$ cat src/rtl/ctbb_pkg.sv
// ----------------------------------------------------------------------------
// ctbb_pkg
// shared types and codes of the transformed circle bounding box block
// ----------------------------------------------------------------------------
package ctbb_pkg;

  // default coordinate format
  localparam int COORD_WIDTH_DEF = 32;
  localparam int FRAC_BITS_DEF   = 16;

  localparam int KIND_W      = 3;
  localparam int STATUS_W    = 2;
  localparam int CFG_INDEX_W = 3;

  // transform kinds
  typedef enum logic [KIND_W-1:0] {
    KIND_IDENTITY    = 3'd0,
    KIND_TRANSLATION = 3'd1,
    KIND_SCALING     = 3'd2,
    KIND_SWAP        = 3'd3,
    KIND_ROTATION    = 3'd4,
    KIND_AFFINE      = 3'd5,
    KIND_PROJECTION  = 3'd6,
    KIND_DEGENERATE  = 3'd7
  } kind_t;

  // result status codes
  typedef enum logic [STATUS_W-1:0] {
    STATUS_OK         = 2'd0,
    STATUS_DEGENERATE = 2'd1,
    STATUS_PROJECTION = 2'd2
  } status_t;

  // configuration register indexes
  typedef enum logic [CFG_INDEX_W-1:0] {
    REG_KIND    = 3'd0,
    REG_COEF_XX = 3'd1,
    REG_COEF_XY = 3'd2,
    REG_COEF_YX = 3'd3,
    REG_COEF_YY = 3'd4,
    REG_SHIFT_X = 3'd5,
    REG_SHIFT_Y = 3'd6
  } reg_index_t;

  // control travelling with each request
  typedef struct packed {
    logic  valid;
    kind_t kind;
  } ctl_t;

endpackage

$ cat src/rtl/ctbb_isqrt.sv
// ----------------------------------------------------------------------------
// ctbb_isqrt
// pipelined floor square root, one root bit per register stage
// ----------------------------------------------------------------------------
module ctbb_isqrt #(
  parameter int COORD_WIDTH = ctbb_pkg::COORD_WIDTH_DEF
) (
  input  logic                     clk,
  input  logic [2*COORD_WIDTH-1:0] radicand,
  output logic   [COORD_WIDTH-1:0] root
);
  import ctbb_pkg::*;

  localparam int W = COORD_WIDTH;

  logic [W+1:0]   rem_r  [W-1];
  logic [2*W-1:0] rad_r  [W-1];
  logic [W-1:0]   root_r [W];

  // one restoring step per stage, two radicand bits consumed each
  for (genvar i = 0; i < W; i++) begin : g_step
    logic [W+1:0]   rem_in, acc, trial;
    logic [2*W-1:0] rad_in;
    logic [W-1:0]   root_in;
    logic           ge;

    if (i == 0) begin : g_first
      assign rem_in  = '0;
      assign rad_in  = radicand;
      assign root_in = '0;
    end else begin : g_next
      assign rem_in  = rem_r[i-1];
      assign rad_in  = rad_r[i-1];
      assign root_in = root_r[i-1];
    end

    assign acc   = {rem_in[W-1:0], rad_in[2*W-1 -: 2]};
    assign trial = {root_in, 2'b01};
    assign ge    = (acc >= trial);

    always_ff @(posedge clk) begin
      root_r[i] <= {root_in[W-2:0], ge};
    end

    if (i < W-1) begin : g_fwd
      always_ff @(posedge clk) begin
        rem_r[i] <= ge ? (acc - trial) : acc;
        rad_r[i] <= rad_in << 2;
      end
    end
  end

  assign root = root_r[W-1];

endmodule

$ cat config.mk
export PLATFORM = sky130hd
export DESIGN_NAME = ctbb_isqrt
export DESIGN_NICKNAME = d
export VERILOG_FILES = /design/src/rtl/ctbb_pkg.sv /design/src/rtl/ctbb_isqrt.sv
export SDC_FILE = /design/constraint.sdc
export NUM_CORES = 2
export LEC_CHECK = 0
export BUFFER_PORTS_ARGS = -buffer_cell sky130_fd_sc_hd__buf_2
export CORE_MARGIN = 2
export CORE_UTILIZATION = 48
export DETAILED_ROUTE_END_ITERATION = 16
export GPL_TIMING_DRIVEN = 0
export PLACE_DENSITY_LB_ADDON = 0.15
export SKIP_CTS_REPAIR_TIMING = 1
export SLEW_MARGIN = 20
export SYNTH_ARGS = -nofsm -noshare
export SYNTH_HDL_FRONTEND = slang
export SYNTH_SLANG_ARGS = --single-unit
$ cat constraint.sdc
create_clock -name clk -period 2.9 [get_ports clk]
set_input_delay 0.145 -clock clk [delete_from_list [all_inputs] [get_ports clk]]
set_output_delay 0.145 -clock clk [all_outputs]
set_load 0.02 [all_outputs]
**Yosys cells after proc, flatten, opt, wreduce, memory -nomap -nowiden**

Memory sizes are Yosys's and may differ from the RTL's.
Index checks and enable logic that the tools add are counted.

- Input port bits: 65
- Output and inout port bits: 32
- Bits in registers: 0
- Memory bits (writable): 4,000
- Memories: 3
- Logic and storage cells: 97

- Order comparisons: 32
- Add/sub/neg operators: 31
- Muxes and demuxes: 31

Memories:

| memory | words | bits a word | rd ports | clocked after memory_dff | write ports | RTL line | text |
|---|---|---|---|---|---|---|---|
| rad_r | 31 | 62 | 31 | 0 | 31 | ctbb_isqrt.sv:17 | `logic [2*W-1:0] rad_r [W-1];` |
| rem_r | 31 | 34 | 31 | 0 | 31 | ctbb_isqrt.sv:16 | `logic [W+1:0] rem_r [W-1];` |
| root_r | 32 | 32 | 32 | 0 | 32 | ctbb_isqrt.sv:18 | `logic [W-1:0] root_r [W];` |

Operators with widths:

| cell | number |
|---|---|
| >= comparator 34 bit | 31 |
| 2-to-1 mux 34 bit | 31 |
| subtractor 34 bit | 30 |
| subtractor 2 x 1 -> 3 bit (second input constant) | 1 |
| >= comparator 2 x 1 -> 1 bit (second input constant) | 1 |

**Logic depth before layout (Yosys ltp)**

An unclocked memory read counts as a cell.

- Word-level depth: 3
- Mapped depth: 14
- Gate-level depth less buffers: 12

**Least setup slack after synthesis**

Ideal clock, no wire load.

- Path kind: register to register
- Start point: mem root_r[1][421] (netlist bit)
- End point: mem rem_r[1][480] (netlist bit)
- Arrival time: 2.894 ns
- Path slack: -0.114 ns
- Required time: 2.779 ns
- Period minus slack after synthesis: 3.014 ns
- Library setup time: 0.121 ns
- Buffers on the path: 1
- Stages on the path, launching flop included: 11
- Cells stage by stage: dfxtp_1 > inv_1 > ha_1 > a2111o_1 > o21a_1 > o21ai_2 > a31oi_1 > a311o_1 > a2111oi_2 > buf_4 > mux2_2

RTL lines:

| what | RTL line |
|---|---|
| start, declared | ctbb_isqrt.sv:18 |
| end, declared | ctbb_isqrt.sv:16 |

==> summary.md <==
| Metric | Value |
|---|---|
| Status | finished, violations left |
| Failing checks | negative setup slack |
| Final clock skew | 0.0307 ns |
| Max-Cap Viols | 0 |
| P&R area growth vs syn | 24.6% |
| Static Leak | 51.6 nW |
| Min-Delay Endpoint | root_r[0][0] |
| TNS Setup | -16.36 ns |
| Mapped Area | 0.0905 sq mm |
| Register bit total from synthesis | 2,465 |
| Cell taking the most area after synthesis | dfxtp_1 |
| Final Power | 96.9 mW |
| Hold/Removal Path Class | input port to flop |
| Final ANT Viol Nets | 0 |
| Slew @ Worst Pin | 1.29 ns |
| Mean area per synthesized cell | 10.2 sq um |
| H-tree depth | 4 |
| Post-Layout Cell Count | 12,287 |
| Max Fclk | 313 MHz |
| Die W | 438 um |
| DR vias | 64,648 |
| Most area-consuming cells after synthesis | dfxtp_1, ha_1, xnor2_1 |
| Die area | 0.192 sq mm |
| RR Endpoint | rem_r[1][492] |
| Total Wirelength | 212,000 um |
| Crit Path Class | flop to flop |
| Cells after synthesis | 8,900 |
| Top cells by count, synth | dfxtp_1, inv_1, nand2_1 |
| Post-synth ARST share | 0% |
| Final WS setup | -0.296 ns |
| GR Overflow Total | 0 |
| Setup crit end kind | flop |
| Post-place setup slack | -1.23 ns |
| Total CTS buffers | 237 |
| Initial Utilization | 48.2% |
| Hold_sp | radicand[62] |
| Clk root buf | clkbuf_16 |
| Row cnt | 159 |
| Peak supply drop | 0.000626 V |
| DR WL/cell | 17.3 um |
| Minimum clock period | 3.20 ns |
| Worst skew pair latency | 0.87 ns |
| Pin count of the biggest net entering global routing | 18 |
| Final Hold Viols | 0 |
| First-pass GRT wire length | 317,000 um |
| GP Congestion | 0.919 |
| Most frequent cell after synthesis | dfxtp_1 |
| Register area share after synthesis | 54.6% |
| Antenna violations before repair | 4 |
| Synth top area share | 54.6% |
| Pre-Repair DR Iteration Count | 6 |
| IO Pins | 97 |
| Worst reg-to-reg setup slack | -0.30 ns |
| Final instance area | 0.113 sq mm |
| Required @ worst endpoint | 3.66 ns |
| Final nets | 10,218 |
| CP arrival | 3.96 ns |
| Worst-case clock buffer depth | 3 |
| Core area | 0.188 sq mm |
| Crit share post-route | 110% |
| RSZ-0062 raised after global routing | true |
| Post-synth EDFFs | 0 |
| Fin. max-slew vios | 0 |
| Placed cells | 11,491 |
| Worst Hold Slack | 0.0465 ns |
| Total GRT Usage | 20.3% |
| Die Ht | 438 um |
| Worst-path fanout max | 5 |
| Drt drc | 0 |
| Max-slew headroom | 13.4% |
| Post-DP HPWL | 151,000 um |
| Number of global-route vias before repair | 61,223 |
| Synth warn | 0 |
| CTS tree | built |
| PortBufs | 96 |
| Hold path cells | 3 |
| Library cells used by synthesis | 108 |
| Placed Area | 0.0942 sq mm |
| Clk sinks | 2,465 |
| Share of layout cells above drive strength 1 | 20.5% |
| CTS clock-pin slew for the worst setup and hold paths | 0.06 ns |
| R2R Path Start | root_r[1][416] |
| Final setup violation count | 148 |
| Main flop type after synthesis | dfxtp_1 |
| Net count after synthesis | 9,526 |
| Startpoint Class | flop |
| R2r worst-path depth | 13 |
| Vias per inst | 5.26 |
| PwrDens | 859 mW/mm^2 |
| Initial drt markers | 3,699 |
| Diode count | 0 |
| Final Util | 60.1% |
## layer usage
layer	global-route usage (%)	up-vias	wire [um]
met5	0	-	0
met4	6.70	0	5540
met3	2.85	381	8640
met2	34.7	1286	103000
met1	26.3	30997	95100
li1	-	31984	-
## where the power goes
part	internal [mW]	switching [mW]
logic	10.0	11.2
clock network	18.1	13.1
registers	39.6	4.84
## critical path: stages, from the launching register on
cell and delay (ns):
dfxtp_2 0.35, inv_2 0.05, ha_4 0.22, nor2b_4 0.13, o31a_1 0.28, o21a_2 0.25, o21ai_4 0.22, a31oi_4 0.15
a311o_1 0.39, a2111oi_4 0.37, buf_6 0.20, buf_12 0.15, inv_8 0.05, mux2_2 0.26
## kinds of logic (layout without fill, tap and decap cells)
family / after synthesis / count (layout) / synth area share [%]
flops: 2465 / 2465 / 54.6
simple gates: 2319 / 2320 / 12.8
compound gates: 1825 / 1825 / 12.7
buf+inv: 874 / 1765 / 3.68
xor+xnor: 779 / 779 / 7.54
fa+ha+maj: 561 / 561 / 7.76
mux: 76 / 76 / 0.938
other cells: 1 / 1 / 0.00415
## registers in the layout, summed over array words and instances, names as in the netlist
name and count:
root_r 528, rem_r 945, rad_r 992
## how the worst max path moves through the flow
stage	cells after the start	end	slack (ns)	start
after floorplan	13	rem_r[1][414]	0.004	root_r[1][352]
after global placement	12	rem_r[1][275]	-1.29	root_r[1][224]
after detailed placement	13	rem_r[1][464]	-1.23	root_r[1][387]
after CTS	13	rem_r[1][464]	-1.27	root_r[1][387]
after global routing	13	rem_r[1][492]	-0.36	root_r[1][418]
final	13	rem_r[1][492]	-0.30	root_r[1][416]
## layout by cell type, fill, tap and decap left out, types with 38 or more instances in the layout
cell / instances
o21ai_1: 77
or3_1: 61
a21oi_2: 63
and3_1: 49
ha_2: 50
xor2_1: 381
mux2_2: 64
clkbuf_8: 41
inv_1: 667
nand4_1: 105
nand3_1: 153
xnor2_1: 384
nor2_1: 473
clkbuf_16: 263
nor2b_1: 60
buf_6: 44
nor4_1: 62
clkbuf_1: 58
ha_1: 410
nor3_1: 156
o31ai_1: 42
a21o_1: 249
o21ai_2: 87
dfxtp_1: 2329
clkinv_2: 40
dlygate4sd3_1: 129
o21a_1: 90
or2_2: 41
dfxtp_2: 123
a21oi_1: 442
nand2b_1: 119
o21ai_0: 318
ha_4: 101
buf_2: 105
buf_4: 223
nand2_1: 548
or4_1: 38
nand2_2: 43
## cell type report
type                            instances  area, sq um
Buffer                                125         1220
Clock buffer                          314         6630
Clock inverter                        125         1520
Fill cell                           15599        74900
Inverter                              699         2660
Multi-Input combinational cell       5562        43500
Sequential cell                      2465        49600
Tap cell                             2495         3120
Timing Repair Buffer                  502         4580
Power figures use the tool's default switching activity.
